--- config.mk ---
export PLATFORM = sky130hd
export DESIGN_NAME = pcdc_front
export DESIGN_NICKNAME = d
export VERILOG_FILES = /design/src/sv/pcdc_pkg.sv /design/src/sv/pcdc_front.sv
export SDC_FILE = /design/constraint.sdc
export NUM_CORES = 1
export LEC_CHECK = 0
export ABC_CLOCK_PERIOD_IN_PS = 3550
export BUFFER_PORTS_ARGS = -buffer_cell sky130_fd_sc_hd__buf_2
export CORE_MARGIN = 3
export CORE_UTILIZATION = 25
export DETAILED_ROUTE_END_ITERATION = 12
export PLACE_DENSITY = 0.67
export SYNTH_ARGS = -nofsm -noshare
export SYNTH_HDL_FRONTEND = slang
export SYNTH_SLANG_ARGS = --single-unit
export TNS_END_PERCENT = 30
--- constraint.sdc ---
create_clock -name vclk -period 3.55
set_input_delay 0.5325 -clock vclk [all_inputs]
set_output_delay 0.5325 -clock vclk [all_outputs]
set_load 0.1 [all_outputs]
--- src/sv/pcdc_pkg.sv ---
`default_nettype none
package pcdc_pkg;

  localparam int ADDR_W     = 32;
  localparam int PC_W       = 32;
  localparam int DEG_W      = 5;
  localparam int CFG_IDX_W  = 1;
  localparam int CFG_DATA_W = 32;

  // Register indexes of the configuration port.
  localparam logic [CFG_IDX_W-1:0] CFG_MAX_PHYS_ADDR = 1'd0;
  localparam logic [CFG_IDX_W-1:0] CFG_DEGREE        = 1'd1;

  // Input command codes.
  localparam logic CMD_ACCESS   = 1'b0;
  localparam logic CMD_COMPLETE = 1'b1;

  localparam logic [ADDR_W-1:0] MAX_PHYS_ADDR_RST = 32'hFFFF_FFFF;
  localparam logic [DEG_W-1:0]  DEGREE_RST        = 5'd4;

  localparam int INDEX_ENTRIES_DEF    = 64;
  localparam int HISTORY_ENTRIES_DEF  = 256;
  localparam int MAX_DEGREE_DEF       = 16;
  localparam int INFLIGHT_ENTRIES_DEF = 16;
  localparam int MAX_DELTAS_DEF       = 64;

  localparam int MIN_DELTAS  = 4;
  localparam int QUEUE_DEPTH = 2;

  typedef struct packed {
    logic              cmd;
    logic [PC_W-1:0]   pc;
    logic [ADDR_W-1:0] addr;
  } item_t;

endpackage
`default_nettype wire

--- src/sv/pcdc_front.sv ---
`default_nettype none
module pcdc_front (
  input  wire logic                     start,
  output logic                          busy,
  input  wire logic                     in_cmd,
  input  wire logic                     in_is_miss,
  input  wire logic [pcdc_pkg::PC_W-1:0]   in_pc,
  input  wire logic [pcdc_pkg::ADDR_W-1:0] in_block_addr,
  input  wire logic [pcdc_pkg::ADDR_W-1:0] max_phys_addr,
  input  wire logic                     q_full,
  output logic                          q_push,
  output pcdc_pkg::item_t               q_item
);
  import pcdc_pkg::*;

  logic usable_miss;
  logic keep;

  // Only completions and misses that can train reach the back part.
  assign usable_miss = (in_cmd == CMD_ACCESS) && in_is_miss &&
                       (in_block_addr != '0) && (in_block_addr < max_phys_addr);
  assign keep        = (in_cmd == CMD_COMPLETE) || usable_miss;

  assign busy   = q_full;
  assign q_push = start && !q_full && keep;
  assign q_item = '{cmd: in_cmd, pc: in_pc, addr: in_block_addr};

endmodule
`default_nettype wire

==> summary.txt <==
Max-cap violations = 0
Hold Path Sink = q_item[36]
Simple-Gate Fraction of Synth Area = 0.1472
RSZ-0062 raised after global routing = false
Antenna violations before repair = 0
DR pass1 iterations = 3
Reg area = 0 um2
Most common cell after layout, fill and taps aside = buf_2
Worst-path fanout max = 3
Synth Instances = 188
Lkg Pwr = 0.9201 nW
DRT iter0 DRCs = 14
HP Start = in_pc[4]
WS Path Type = in2out
Final setup fails = 0
Crit-path slowest cell = buf_2
F_max = 0.3482 GHz
Vias in the first global route = 1,162
Crit path time final = 2.872 ns
Share of cells above drive strength 1 = 0.4756
Cell taking the most area after synthesis = buf_4
I/O Buffers = 103
Dpl ws = 0.6396 ns
Global route overflow = 0
WL final = 3560 um
Setup TNS = 0 ns
Final core occ = 0.2853
Mapped Area = 0.001369 mm2
Worst path max stage delay = 0.46 ns
CTS Hold Buffers Added = 0
Worst IR drop on VDD = 0.06083 mV
Final nets = 358
Synth area leaders = buf_4, ha_1, inv_1
Diodes inserted = 0
Hold Fails Final Rpt = 0
Post-synthesis adder-cell area fraction = 0.2834
Die height = 80.00 um
Inst Count DP = 295
Highest layer used for signal routing = met4
GRT Total Usage = 0.09870
Post-Synth XOR/XNOR Area = 0
Routed vias = 1,263
Power per Cell Area = 203.5 mW/mm2
Pin count of the biggest net entering global routing = 4
Synth warn = 0
Setup slack after layout = 0.6783 ns
Worst-path cell chain = buf_2, ha_1, a21o_1, a21o_1, a21oi_1, a31oi_1, nor4b_4, buf_2
Buf+Inv Stages, Crit Path = 2
Slew Limit Fails = 0
DP Wirelength = 3368 um
Worst setup EP type = output port
CTS resizes = 0
Netlist cell types = 23
Die area = 0.006399 mm2
Starting Density = 0.2630
Num rows = 26
Non-filler instance count after layout = 295
Most frequent cells in the layout = buf_2, inv_1, ha_1
ANT nets after route = 0
Critical Path RT = 3.02 ns
Synth Net Count = 319
Slew margin rel. = 0.6746
Vias per cell = 4.281
WL met1 = 1338 um
Drt wl/cell = 12.07 um
Final worst-path cycle share = 0.8089
Compound-Gate Fraction of Synth Area = 0.1225
Hold Slack = 1.065 ns
Layout clock buffer count = 0
Slew @ Worst Pin = 0.4916 ns
Hold Path Class = in2out
FFs & Latches = 0
CP Launch Type = input port
First-pass GRT wire length = 5147 um
Arr. time, crit path = 2.34 ns
I/O Pins = 167
Mux share of post-synthesis cell area = 0
Avg Cell Area, Syn = 7.281 um2
Met2 WL = 1742 um
Delay-heaviest family, CP = compound AO/OA/AOI/OAI gates
Area grow syn2layout = 8.501%
Hold path cells = 0
GPL Wtd Cong = 0.7686
Core ar. = 0.005205 mm2
Critical path depth = 8
Post-synthesis sequential area ratio = 0
Die X = 80.00 um
Post-synth top area share = 0.3620
Post-CTS Setup Bufs = 0
Routed wl met3 = 397 um
Post-route DRC violation count = 0
Status = complete, no violations
Largest family of logic cells by synthesized area = buffers and inverters
==> area by class of cell <==
type | instances | area [um2]
fill | 588 | 3720
multi-input combinational | 91 | 765.7
timing repair buffer | 103 | 515.5
inverter | 31 | 116.4
tap | 70 | 87.58
==> stage by stage <==
step           area, um2  total power, mW
4_1_cts             1485           0.3059
5_1_grt             1485           0.3264
6_report            1485           0.3022
3_5_place_dp        1485           0.3052
3_3_place_gp        1485           0.3020
2_1_floorplan       1378           0.4200
==> metal layers <==
metal | GRT usage | vias up
met5 | 0 | -
met4 | 0.02365 | 0
met3 | 0.009029 | 14
met2 | 0.1879 | 77
met1 | 0.1167 | 522
li1 | - | 650
==> how the worst max path moves through the flow <==
stage	from	endpoint	slack, ns
floorplan	max_phys_addr[17]	q_push	0.48
global placement	in_block_addr[29]	q_push	0.66
detailed placement	in_block_addr[29]	q_push	0.64
CTS	in_block_addr[29]	q_push	0.64
global route	in_block_addr[29]	q_push	0.51
finish	in_block_addr[29]	q_push	0.68
==> cell usage after synthesis (all sizes together), types with 2 or more instances <==
| library cell | count |
|---|---|
| a21oi | 12 |
| inv | 31 |
| a21o | 4 |
| nor4 | 9 |
| ha | 31 |
| buf | 66 |
| nor2 | 4 |
| nand2 | 5 |
| nand3 | 4 |
| a211oi | 2 |
| nand4 | 8 |
| o21ai | 3 |
==> power breakdown <==
| group | internal (mW) | total, mW | switching [mW] |
|---|---|---|---|
| sequential | 0 | 0 | 0 |
| clock | 0 | 0 | 0 |
| combinational | 0.0778 | 0.302 | 0.224 |
| total | 0.0778 | 0.302 | 0.224 |
==> cells by family after synthesis <==
kind of cell	Yosys count
and+or+nand+nor	34
buffers and inverters	97
AOI/OAI and AO/OA	26
adders and majority gates	31
Power figures use the tool's default switching activity.
