## src/sv/pcdc_pkg.sv

```systemverilog
`default_nettype none
package pcdc_pkg;

  localparam int ADDR_W     = 32;
  localparam int PC_W       = 32;
  localparam int DEG_W      = 5;
  localparam int CFG_IDX_W  = 1;
  localparam int CFG_DATA_W = 32;

  // Register indexes of the configuration port.
  localparam logic [CFG_IDX_W-1:0] CFG_MAX_PHYS_ADDR = 1'd0;
  localparam logic [CFG_IDX_W-1:0] CFG_DEGREE        = 1'd1;

  // Input command codes.
  localparam logic CMD_ACCESS   = 1'b0;
  localparam logic CMD_COMPLETE = 1'b1;

  localparam logic [ADDR_W-1:0] MAX_PHYS_ADDR_RST = 32'hFFFF_FFFF;
  localparam logic [DEG_W-1:0]  DEGREE_RST        = 5'd4;

  localparam int INDEX_ENTRIES_DEF    = 64;
  localparam int HISTORY_ENTRIES_DEF  = 256;
  localparam int MAX_DEGREE_DEF       = 16;
  localparam int INFLIGHT_ENTRIES_DEF = 16;
  localparam int MAX_DELTAS_DEF       = 64;

  localparam int MIN_DELTAS  = 4;
  localparam int QUEUE_DEPTH = 2;

  typedef struct packed {
    logic              cmd;
    logic [PC_W-1:0]   pc;
    logic [ADDR_W-1:0] addr;
  } item_t;

endpackage
`default_nettype wire

```

## src/sv/pcdc_fifo.sv

```systemverilog
`default_nettype none
module pcdc_fifo (
  input  wire logic            clk,
  input  wire logic            rst_n,
  input  wire logic            push,
  input  wire pcdc_pkg::item_t push_item,
  input  wire logic            pop,
  output pcdc_pkg::item_t      pop_item,
  output logic                 empty,
  output logic                 full
);
  import pcdc_pkg::*;

  localparam int PW = (QUEUE_DEPTH > 1) ? $clog2(QUEUE_DEPTH) : 1;
  localparam int CW = $clog2(QUEUE_DEPTH + 1);

  item_t         slot_r [QUEUE_DEPTH];
  logic [PW-1:0] wr_ptr_r, wr_ptr_nxt;
  logic [PW-1:0] rd_ptr_r, rd_ptr_nxt;
  logic [CW-1:0] count_r, count_nxt;

  assign empty    = (count_r == '0);
  assign full     = (count_r == CW'(QUEUE_DEPTH));
  assign pop_item = slot_r[rd_ptr_r];

  always_comb begin
    wr_ptr_nxt = wr_ptr_r;
    rd_ptr_nxt = rd_ptr_r;
    count_nxt  = count_r;
    if (push) begin
      wr_ptr_nxt = (wr_ptr_r == PW'(QUEUE_DEPTH - 1)) ? '0 : wr_ptr_r + 1'b1;
    end
    if (pop) begin
      rd_ptr_nxt = (rd_ptr_r == PW'(QUEUE_DEPTH - 1)) ? '0 : rd_ptr_r + 1'b1;
    end
    if (push && !pop) begin
      count_nxt = count_r + 1'b1;
    end else if (pop && !push) begin
      count_nxt = count_r - 1'b1;
    end
  end

  always_ff @(posedge clk) begin
    if (!rst_n) begin
      wr_ptr_r <= '0;
      rd_ptr_r <= '0;
      count_r  <= '0;
    end else begin
      wr_ptr_r <= wr_ptr_nxt;
      rd_ptr_r <= rd_ptr_nxt;
      count_r  <= count_nxt;
    end
  end

  always_ff @(posedge clk) begin
    if (push) begin
      slot_r[wr_ptr_r] <= push_item;
    end
  end

  a_push_fills: assert property (@(posedge clk) disable iff (!rst_n)
    (push && !pop) |=> !empty)
    else $error("queue empty after a push");

endmodule
`default_nettype wire

```

## config.mk

```make
export PLATFORM = sky130hd
export DESIGN_NAME = pcdc_fifo
export DESIGN_NICKNAME = d
export VERILOG_FILES = /design/src/sv/pcdc_pkg.sv /design/src/sv/pcdc_fifo.sv
export SDC_FILE = /design/constraint.sdc
export NUM_CORES = 1
export LEC_CHECK = 0
export ABC_AREA = 1
export BUFFER_PORTS_ARGS = -buffer_cell sky130_fd_sc_hd__buf_2
export CAP_MARGIN = 20
export CORE_MARGIN = 5
export CORE_UTILIZATION = 52
export DETAILED_ROUTE_END_ITERATION = 10
export PLACE_DENSITY = 0.79
export SLEW_MARGIN = 0
export SYNTH_ARGS = -nofsm -noshare
export SYNTH_HDL_FRONTEND = slang
export SYNTH_SLANG_ARGS = --single-unit
```

## constraint.sdc

```tcl
create_clock -name clk -period 4.1 [get_ports clk]
set_input_delay 0.205 -clock clk [delete_from_list [all_inputs] [get_ports clk]]
set_output_delay 0.205 -clock clk [all_outputs]
set_load 0.01 [all_outputs]
```

==> results_dict.tcl <==
set metrics [dict create \
    place_congestion 0.723 \
    io_pins 136 \
    slew_headroom 0.316 \
    p_per_area_nw_per_um2 476 \
    fp.coreArea_um2 9680 \
    max-cap-violations 0 \
    grt_pass1_wl_um 15600 \
    max_freq_ghz 0.458 \
    clockBufferDepth 2 \
    cp_cell_sequence "buf_16 > mux2_2 > buf_2" \
    place_hpwl_um 6320 \
    worstSetupPathType "flip-flop to output port" \
    swShare 0.205 \
    wl_um 10500 \
    cts_inserted_buffers 17 \
    vias 2881 \
    hp-class "primary input to flip-flop" \
    post_cts_resized 0 \
    antenna_found_initial 0 \
    syn_area_per_cell_um2 21.6 \
    period_needed_ns 2.18 \
    detail-route-antenna-nets 0 \
    p_seq_frac 0.473 \
    final_nets 527 \
    ys_warn_count 0 \
    power_frac_comb 0.106 \
    startpoint_type "flip-flop" \
    finClkSkew_ns 0.00737 \
    syn_nets 307 \
    slowest_stage "dfxtp_4" \
    synthCells 237 \
    yosysSeqAreaShare 0.781 \
    ir_drop_mv 0.360 \
    clock-sinks 135 \
    overflow 0 \
    setup_tns_ns 0 \
    avgRoutedWirePerCell_um 17.4 \
    cp_top_family "flip-flops" \
    die_area_um2 11900 \
    ys_ff_latch 135 \
    detail_route.vias_per_cell 4.78 \
    p_leak_nw 2.92 \
    hold_violations 0 \
    status "completed" \
    track_usage 0.182 \
    syn_to_final_growth_pct 41.0 \
    required_ns 3.89 \
    grt_max_degree 66 \
    crit_path_max_incr_delay_ns 0.59 \
    root_buffer "clkbuf_8" \
    num_rows 36 \
    clkTransAtPathRegs_ns 0.06 \
    ys_types 14 \
    ff2ff_setup_slack_ns 2.07 \
    cts_tree "done" \
    setup_viol 0 \
    critPathMaxFanout 44 \
    drtPass1Iterations 4 \
    grt_pass1_vias 3077 \
    drive_gt1_frac 0.502 \
    final_core_util 0.746 \
    period_share 0.532 \
    tightest_slew_ns 1.02 \
    clk_latency_ns 0.51 \
    layout_common_cells "buf_2, edfxtp_1, dlygate4sd3_1" \
    grt_setup_unrepaired "no" \
    drv_slew 0 \
    mappedNetlistArea_um2 5120 \
    p_int_w 0.00273 \
    timing.critical_path.buf_inv 2 \
    worst_setup_path_end_kind "output port" \
    dr.first_iter.drc_count 119 \
    diodes 0 \
    initial_core_util 0.529 \
    port_buffers 135 \
    final_common_cell "buf_2" \
    p_clk_frac 0.421 \
    p_sw_w 0.000705 \
    htree_levels 4 \
    die_width_um 109 \
    cp.arrival_ns 1.98 \
    die_y_um 109 \
    drc_errors 0 \
]
-- logic make-up after synthesis --
| logic type | Yosys count | share of synthesized area |
|---|---|---|
| buffers and inverters | 15 | 0.0200 |
| AND/OR/NAND/NOR | 19 | 0.0147 |
| multiplexers | 65 | 0.179 |
| adder cells (fa/ha/maj) | 1 | 0.00244 |
| flip-flops | 135 | 0.781 |
| AO/OA/AOI/OAI | 2 | 0.00195 |
-- sequential cells by signal, indices dropped and copies added (netlist names), named ones only --
name      cells
slot_r      130
count_r       2
rd_ptr_r      1
wr_ptr_r      1
-- layer usage --
| layer | wire length, µm | GRT usage | vias up |
|---|---|---|---|
| met2 | 5760 | 0.323 | 103 |
| met5 | 0 | 0 | - |
| met4 | 204 | 0.0775 | 0 |
| met1 | 3880 | 0.203 | 1403 |
| met3 | 629 | 0.0557 | 16 |
| li1 | - | - | 1359 |
-- Yosys cell counts (all sizes together) --
cell | instances | share of area
o21ai | 1 | 0.00098
nor2 | 9 | 0.0066
edfxtp | 130 | 0.76
a21oi | 1 | 0.00098
ha | 1 | 0.0024
mux2 | 65 | 0.18
nand2 | 8 | 0.0059
dfxtp | 5 | 0.020
nand3 | 1 | 0.00098
nand4 | 1 | 0.0012
inv | 8 | 0.0059
buf | 7 | 0.014
-- area by class of cell --
type	count	area (µm²)
tap	133	166
fill	582	2460
clock inverter	10	128
timing repair buffer	208	1430
clock buffer	22	443
sequential	135	4010
multi-input combinational	87	1020
inverter	8	30.0
-- stage by stage --
stage | setup WS, ns | hold slack (ns) | area [µm²] | std cells | power (W)
after floorplan | 0.574 | 0.304 | 5120 | 237 | 0.00184
after global placement | 2.09 | 0.392 | 5930 | 501 | 0.00195
after detailed placement | 2.06 | 0.396 | 5950 | 502 | 0.00197
after CTS | 1.63 | 0.387 | 7200 | 602 | 0.00346
after global routing | 1.83 | 0.403 | 7230 | 603 | 0.00356
final | 1.92 | 0.407 | 7230 | 603 | 0.00344
-- what timing repair did --
action	CTS	global route
buffers inserted	0	0
hold buffers	68	0
endpoints found under the hold margin	135	0
-- power by group through the flow --
stage / Sequential (W) / Clock, W / Combinational (W)
after floorplan: 0.00164 / 0 / 0.000193
after global placement: 0.00167 / 0 / 0.000284
after detailed placement: 0.00167 / 0 / 0.000295
after CTS: 0.00164 / 0.00147 / 0.000348
after global routing: 0.00163 / 0.00154 / 0.000390
final: 0.00163 / 0.00145 / 0.000365
-- worst paths after layout --
check | endpoint | cells past startpoint | startpoint
hold / removal | slot_r[1][40] | 2 | push_item[40]
setup reg to reg | slot_r[1][9] | 3 | wr_ptr_r
setup / recovery | pop_item[44] | 3 | flip-flop
hold reg to reg | rd_ptr_r | 2 | rd_ptr_r
(Power assumes the default switching activity.)
